## src/rtl/kufef_pkg.sv

```systemverilog
// Package for the Kruskal union-find edge filter.
// Holds item and result types, controller/datapath interface structs and codes.
// No dependencies.
`default_nettype none

package kufef_pkg;

  // Field widths of the item format and the configuration interface
  localparam int END_W     = 9;
  localparam int WEIGHT_W  = 32;
  localparam int CNT_W     = 10;
  localparam int CFG_IDX_W = 2;

  // Default parent table depth
  localparam int MAX_POINTS_DEF = 512;

  // Configuration register indexes and reset values
  localparam logic [CFG_IDX_W-1:0] CFG_POINT_COUNT = 2'd0;
  localparam logic [CFG_IDX_W-1:0] CFG_SAT_COUNT   = 2'd1;
  localparam logic [CNT_W-1:0]     POINT_COUNT_RST = 10'd512;
  localparam logic [CNT_W-1:0]     SAT_COUNT_RST   = 10'd1;

  // Input item: one edge
  typedef struct packed {
    logic                new_case;
    logic [END_W-1:0]    end_a;
    logic [END_W-1:0]    end_b;
    logic [WEIGHT_W-1:0] weight;
  } item_t;

  // Result item
  typedef struct packed {
    logic                accepted;
    logic                tree_done;
    logic                answer_valid;
    logic [WEIGHT_W-1:0] answer_weight;
  } result_t;

  // Controller states
  typedef enum logic [3:0] {
    ST_INIT,
    ST_IDLE,
    ST_CLEAR,
    ST_CHECK,
    ST_FIND_A,
    ST_COMP_A,
    ST_FIND_B,
    ST_COMP_B,
    ST_LINK
  } state_e;

  // Datapath pointer / memory operations
  typedef enum logic [2:0] {
    OP_NONE,
    OP_LOAD_A,
    OP_LOAD_B,
    OP_STEP,
    OP_STEP_WR,
    OP_CLEAR
  } op_e;

  // Controller to datapath commands
  typedef struct packed {
    op_e  op;
    logic sel_b;
    logic save_ra;
    logic save_rb;
    logic load_item;
    logic emit;
    logic link;
  } cmd_t;

  // Datapath to controller status
  typedef struct packed {
    logic rdata_is_cur;
    logic cur_is_ra;
    logic cur_is_rb;
    logic in_range;
    logic tree_full;
    logic clr_last;
  } stat_t;

endpackage : kufef_pkg

`default_nettype wire

```

## src/rtl/kufef_ctrl.sv

```systemverilog
// Controller of the Kruskal edge filter: sequences table clearing, the two
// find-and-compress walks and the union. Uses kufef_pkg.
`default_nettype none

module kufef_ctrl (
  input  wire logic             clk_i,
  input  wire logic             rst_ni,
  input  wire logic             start_i,
  input  wire logic             new_case_i,
  output logic                  busy_o,
  input  wire kufef_pkg::stat_t stat_i,
  output kufef_pkg::cmd_t       cmd_o
);

  kufef_pkg::state_e state_q, state_d;

  // State register; reset starts with a table clearing sweep
  always_ff @(posedge clk_i or negedge rst_ni) begin
    if (!rst_ni) begin
      state_q <= kufef_pkg::ST_INIT;
    end else begin
      state_q <= state_d;
    end
  end

  // Next state and commands
  always_comb begin
    state_d         = state_q;
    cmd_o.op        = kufef_pkg::OP_NONE;
    cmd_o.sel_b     = 1'b0;
    cmd_o.save_ra   = 1'b0;
    cmd_o.save_rb   = 1'b0;
    cmd_o.load_item = 1'b0;
    cmd_o.emit      = 1'b0;
    cmd_o.link      = 1'b0;
    case (state_q)
      kufef_pkg::ST_INIT: begin
        cmd_o.op = kufef_pkg::OP_CLEAR;
        if (stat_i.clr_last) begin
          state_d = kufef_pkg::ST_IDLE;
        end
      end
      kufef_pkg::ST_IDLE: begin
        if (start_i) begin
          cmd_o.load_item = 1'b1;
          state_d = new_case_i ? kufef_pkg::ST_CLEAR : kufef_pkg::ST_CHECK;
        end
      end
      kufef_pkg::ST_CLEAR: begin
        cmd_o.op = kufef_pkg::OP_CLEAR;
        if (stat_i.clr_last) begin
          state_d = kufef_pkg::ST_CHECK;
        end
      end
      kufef_pkg::ST_CHECK: begin
        if (!stat_i.tree_full && stat_i.in_range) begin
          cmd_o.op = kufef_pkg::OP_LOAD_A;
          state_d  = kufef_pkg::ST_FIND_A;
        end else begin
          // tree complete or end point out of range
          cmd_o.emit = 1'b1;
          state_d    = kufef_pkg::ST_IDLE;
        end
      end
      kufef_pkg::ST_FIND_A: begin
        if (stat_i.rdata_is_cur) begin
          cmd_o.save_ra = 1'b1;
          cmd_o.op      = kufef_pkg::OP_LOAD_A;
          state_d       = kufef_pkg::ST_COMP_A;
        end else begin
          cmd_o.op = kufef_pkg::OP_STEP;
        end
      end
      kufef_pkg::ST_COMP_A: begin
        if (stat_i.cur_is_ra) begin
          cmd_o.op = kufef_pkg::OP_LOAD_B;
          state_d  = kufef_pkg::ST_FIND_B;
        end else begin
          cmd_o.op = kufef_pkg::OP_STEP_WR;
        end
      end
      kufef_pkg::ST_FIND_B: begin
        if (stat_i.rdata_is_cur) begin
          cmd_o.save_rb = 1'b1;
          cmd_o.op      = kufef_pkg::OP_LOAD_B;
          state_d       = kufef_pkg::ST_COMP_B;
        end else begin
          cmd_o.op = kufef_pkg::OP_STEP;
        end
      end
      kufef_pkg::ST_COMP_B: begin
        cmd_o.sel_b = 1'b1;
        if (stat_i.cur_is_rb) begin
          state_d = kufef_pkg::ST_LINK;
        end else begin
          cmd_o.op = kufef_pkg::OP_STEP_WR;
        end
      end
      kufef_pkg::ST_LINK: begin
        cmd_o.link = 1'b1;
        cmd_o.emit = 1'b1;
        state_d    = kufef_pkg::ST_IDLE;
      end
      default: begin
        state_d = kufef_pkg::ST_IDLE;
      end
    endcase
  end

  assign busy_o = (state_q != kufef_pkg::ST_IDLE);

endmodule : kufef_ctrl

`default_nettype wire

```

## config.mk

```make
export PLATFORM = sky130hd
export DESIGN_NAME = kufef_ctrl
export DESIGN_NICKNAME = d
export VERILOG_FILES = /design/src/rtl/kufef_pkg.sv /design/src/rtl/kufef_ctrl.sv
export SDC_FILE = /design/constraint.sdc
export NUM_CORES = 1
export LEC_CHECK = 0
export BUFFER_PORTS_ARGS = -buffer_cell sky130_fd_sc_hd__buf_2
export CELL_PAD_IN_SITES_DETAIL_PLACEMENT = 0
export CELL_PAD_IN_SITES_GLOBAL_PLACEMENT = 1
export CORE_UTILIZATION = 28
export CTS_BUF_LIST = sky130_fd_sc_hd__clkbuf_8 sky130_fd_sc_hd__clkbuf_16
export DETAILED_ROUTE_END_ITERATION = 6
export PLACE_DENSITY_LB_ADDON = 0.1
export SETUP_SLACK_MARGIN = 0.15
export SLEW_MARGIN = 20
export SYNTH_ARGS = -nofsm -noshare
export SYNTH_HDL_FRONTEND = slang
export SYNTH_SLANG_ARGS = --single-unit
export TNS_END_PERCENT = 10
```

## constraint.sdc

```tcl
create_clock -name clk_i -period 1.5 [get_ports clk_i]
set_input_delay 0.15 -clock clk_i [delete_from_list [all_inputs] [get_ports clk_i]]
set_output_delay 0.15 -clock clk_i [all_outputs]
set_load 0.1 [all_outputs]
```

Yosys cells after proc, flatten, opt, wreduce, memory -nomap -nowiden

Index checks and enable logic that the tools add are counted.

Equal/unequal tests: 16
Muxes and demuxes: 25
Reductions and logical operators: 5

Operator list:

| operator           | number |
|---|---|
| $pmux 4 s8         | 1 |
| $mux 4             | 7 |
| $pmux 3 s6         | 1 |
| $eq 4x3->1 const B | 4 |
| $ne 2x2->1 const B | 7 |
| $mux 1             | 11 |
| $mux 3             | 3 |
| $eq 4x2->1 const B | 2 |
| $reduce_and 7->1   | 1 |
| $eq 4x1->1 const B | 1 |
| $eq 4x4->1 const B | 1 |
| $logic_not 4->1    | 1 |
| $ne 4x1->1 const B | 1 |
| $mux 2             | 1 |
| $pmux 1 s2         | 1 |
| $reduce_or 2->1    | 1 |
| $logic_and 1x1->1  | 1 |
| $logic_not 1->1    | 1 |

Bits in registers: 4
Input port bits: 10
Output and inout port bits: 10
Word-level logic and storage cells: 47

Longest topological paths before layout

Depth in word-level cells: 4
Mapped depth: 5
Gate-level depth less buffers: 4

Worst setup path before layout

No wires, ideal clock.

Path kind: register -> output
From: reg state_q[1]
To: out cmd_o[1] (netlist name)
Arrival: 3265 ps
Required time: 1350 ps
Setup slack: -1915 ps
Stages on the path, launching flop included: 4
Path buffers: 1
Path through: dfrtp_1 > buf_2 > nor4_2 > nand2b_1

RTL lines:

| element                | RTL line         | text |
|---|---|---|
| from (decl)            | kufef_ctrl.sv:15 | `kufef_pkg::state_e state_q, state_d;` |
| from (signal assigned) | kufef_ctrl.sv:20 | `state_q <= kufef_pkg::ST_INIT;` |
| from (signal assigned) | kufef_ctrl.sv:22 | `state_q <= state_d;` |
| to (decl)              | kufef_ctrl.sv:12 | `output kufef_pkg::cmd_t cmd_o` |

==> metrics.yaml <==
worstPathRequired_ns: 1.35
first_iter_violations: 6
global_placement_routability_congestion: 0.769
r2r_setup_slack_ns: -0.01
cts.sinks: 4
grtUsageTotal_pct: 19.6
post_synth_num_cell_types: 27
die_x_um: 39.2
finalWirelength_mm: 1.35
post_route_cells_drive_above_1_share_pct: 64.8
grt_max_degree: 12
slew_of_the_pin_with_the_lowest_slew_margin_ns: 0.242
outcome: "complete, but fails checks"
finalWorstPathRequiredPeriod_ns: 1.57
final_area_um2: 891
finClkSkew_ns: 0.00369
number_of_global_route_vias_before_repair: 473
clock_latency_ns: 0.22
die_ar_um2: 1540
timing.setup.critical_path_class: "reg2out"
post_drt_wl_per_cell_um: 13.1
synth_to_final_area_change_pct: 130
ys_warnings: 0
grt_first_pass_wirelength_mm: 1.96
crit-reg2reg-launch: "state_q[1]"
worst_r2r_endpoint: "state_q[0]"
cts.clk_slew.worst_paths_ns: 0.03
vias_per_cell: 5.22
worst_hold_path_type: "in2reg"
cts-root-to-sink-buffers: 2
layout_top_registers: "state_q x4"
slew-limit-headroom_pct: 83.8
holdWs_ns: 0.234
slew_viol_final: 0
grt_remaining_overflow: 0
synth_fp_nets: 62
post_synth_instance_area_um2: 388
tritoncts: "yes"
worstSetupStartpoint: "state_q[1]"
top_register: "state_q"
fin_crit_sh_pct: 105
syn_inst: 52
via_count: 538
rr_worst_depth: 5
grt_setup_unrepaired: "true"
endpoint: "cmd_o[7]"
effective_utilization_at_floorplan_pct: 29.8
finalSetupViolations: 9
clockRootBuffer: "sky130_fd_sc_hd__clkbuf_8"
dp_hpwl_um: 927
cap_viol_max_count: 0
boundaryPins: 20
largest_register_ffs: 4
worst-path-max-fanout: 8
core_area_um2: 1300
detail_route.drc_violations: 0
finalHoldViolations: 0
floorplan.rows: 13
ys_seq_elements: 4
holdPathStages: 2
detailed_place.area_um2: 718
nNetsFinal: 100
antenna_found_initial: 0
die-height_um: 39.2
n_antenna_cell: 0
cts_buffers: 3
timing.fmax_ghz: 0.636
synth_area_per_cell_um2: 7.46
detail-route-antenna-nets: 0
tns_ns: -0.351
cts_htree_levels: 1
critical_path.startpoint_type: "flop"
first_pass_iters: 4
synth-seq-area-share_pct: 25.8
input_output_buffers: 19
final_critical_path_setup_slack_ns: -0.0734
endpoint_kind: "primary output"
data_arrival_time_of_the_critical_path_ns: 1.42
violations_in_the_final_reports: "negative setup slack"
-- stage by stage --
| step | instances | utilization, % | worst slack (ns) |
|---|---|---|---|
| detailed placement | 91 | 55.2 | 0.0437 |
| global placement | 91 | 55.2 | 0.0307 |
| floorplan | 52 | - | -0.796 |
| global route | 103 | 68.5 | -0.133 |
| finish | 103 | 68.5 | -0.0734 |
| CTS | 100 | 64.8 | -0.0807 |
-- worst max-delay path: stages, from the launching register on --
cell and delay [ns]:
sky130_fd_sc_hd__dfrtp_1 0.40, sky130_fd_sc_hd__buf_6 0.15, sky130_fd_sc_hd__and2b_2 0.26, sky130_fd_sc_hd__a21oi_2 0.07
sky130_fd_sc_hd__nor2_2 0.13, sky130_fd_sc_hd__buf_12 0.19
-- cells in the mapped netlist --
library cell	instances	area [um2]
sky130_fd_sc_hd__o31ai_1	1	7.51
sky130_fd_sc_hd__and2b_1	1	7.51
sky130_fd_sc_hd__nand3b_1	1	7.51
sky130_fd_sc_hd__buf_2	2	10.0
sky130_fd_sc_hd__and3_1	1	6.26
sky130_fd_sc_hd__inv_1	3	11.3
sky130_fd_sc_hd__a31oi_1	1	6.26
sky130_fd_sc_hd__a21oi_1	5	25.0
sky130_fd_sc_hd__dfrtp_1	4	100
sky130_fd_sc_hd__mux2_4	1	15.0
sky130_fd_sc_hd__nor2_1	8	30.0
sky130_fd_sc_hd__o211ai_2	1	12.5
sky130_fd_sc_hd__nor3_1	1	5.00
sky130_fd_sc_hd__o21ai_1	2	10.0
sky130_fd_sc_hd__nand2_1	4	15.0
sky130_fd_sc_hd__nand4_1	2	12.5
sky130_fd_sc_hd__nand3_1	2	10.0
sky130_fd_sc_hd__o21ai_0	1	5.00
sky130_fd_sc_hd__buf_4	1	7.51
sky130_fd_sc_hd__a32o_1	1	10.0
sky130_fd_sc_hd__or3_1	1	6.26
sky130_fd_sc_hd__nand2b_1	3	18.8
sky130_fd_sc_hd__nand4_2	1	12.5
sky130_fd_sc_hd__mux2i_1	1	10.0
sky130_fd_sc_hd__nor4_2	1	12.5
sky130_fd_sc_hd__o211ai_1	1	7.51
sky130_fd_sc_hd__and2_1	1	6.26
-- repair_timing --
item                                   CTS  global route
endpoints found under the hold margin    4             0
gates cloned                             0             0
setup buffers                            5             3
setup endpoints to repair               13            14
pin swaps                                6             6
hold buffers                             1             0
gates resized for setup                 11             6
-- kinds of logic after synthesis --
group | Yosys count | synth area share (%)
and+or+nand+nor | 27 | 38.7
DFF | 4 | 25.8
buffers and inverters | 6 | 7.42
muxes | 2 | 6.45
AOI/OAI and AO/OA | 13 | 21.6
-- routing by layer --
metal  part of all wire (%)  GRT usage [%]  vias up
met3                    3.2           3.47        2
met2                     50           28.7       20
li1                       -              -      258
met4                    1.0           12.9        0
met5                      0              0        -
met1                     46           25.6      258
-- cell usage in the layout (no fill, tap or decap), drive strengths merged --
cell type | netlist | layout
dfrtp | 4 | 4
nor3 | 1 | 1
nand3 | 2 | 2
mux2 | 1 | 1
and2 | 1 | 1
nand3b | 1 | 1
a32o | 1 | 1
or3 | 1 | 1
and3 | 1 | 1
clkbuf | 0 | 3
dlygate4sd3 | 0 | 1
and2b | 1 | 1
nand4 | 3 | 3
inv | 3 | 3
a21oi | 5 | 5
mux2i | 1 | 1
buf | 3 | 35
nor4 | 1 | 1
o31ai | 1 | 1
a31oi | 1 | 1
nand2b | 3 | 3
nor2 | 8 | 8
o21ai | 3 | 3
nand2 | 4 | 4
o211ai | 2 | 2
-- cell type report --
type	count	area (um2)
fillers	112	410
clock buffers	3	41.3
multi-input cells	42	338
repair buffers	36	379
flip-flops and latches	4	103
well taps	15	18.8
inverters	3	11.3
-- worst min-delay path by stage --
stage / from / to / slack, ns
after floorplan: rst_ni / state_q[0] / -0.15
after global placement: rst_ni / state_q[2] / -0.04
after detailed placement: rst_ni / state_q[2] / -0.04
after CTS: stat_i[5] / state_q[2] / 0.22
after global routing: stat_i[5] / state_q[2] / 0.24
final: stat_i[5] / state_q[2] / 0.23
Power is left out: the tool's default activity adds up to more than one toggle a clock period on the data nets, which glitch-free logic cannot reach.
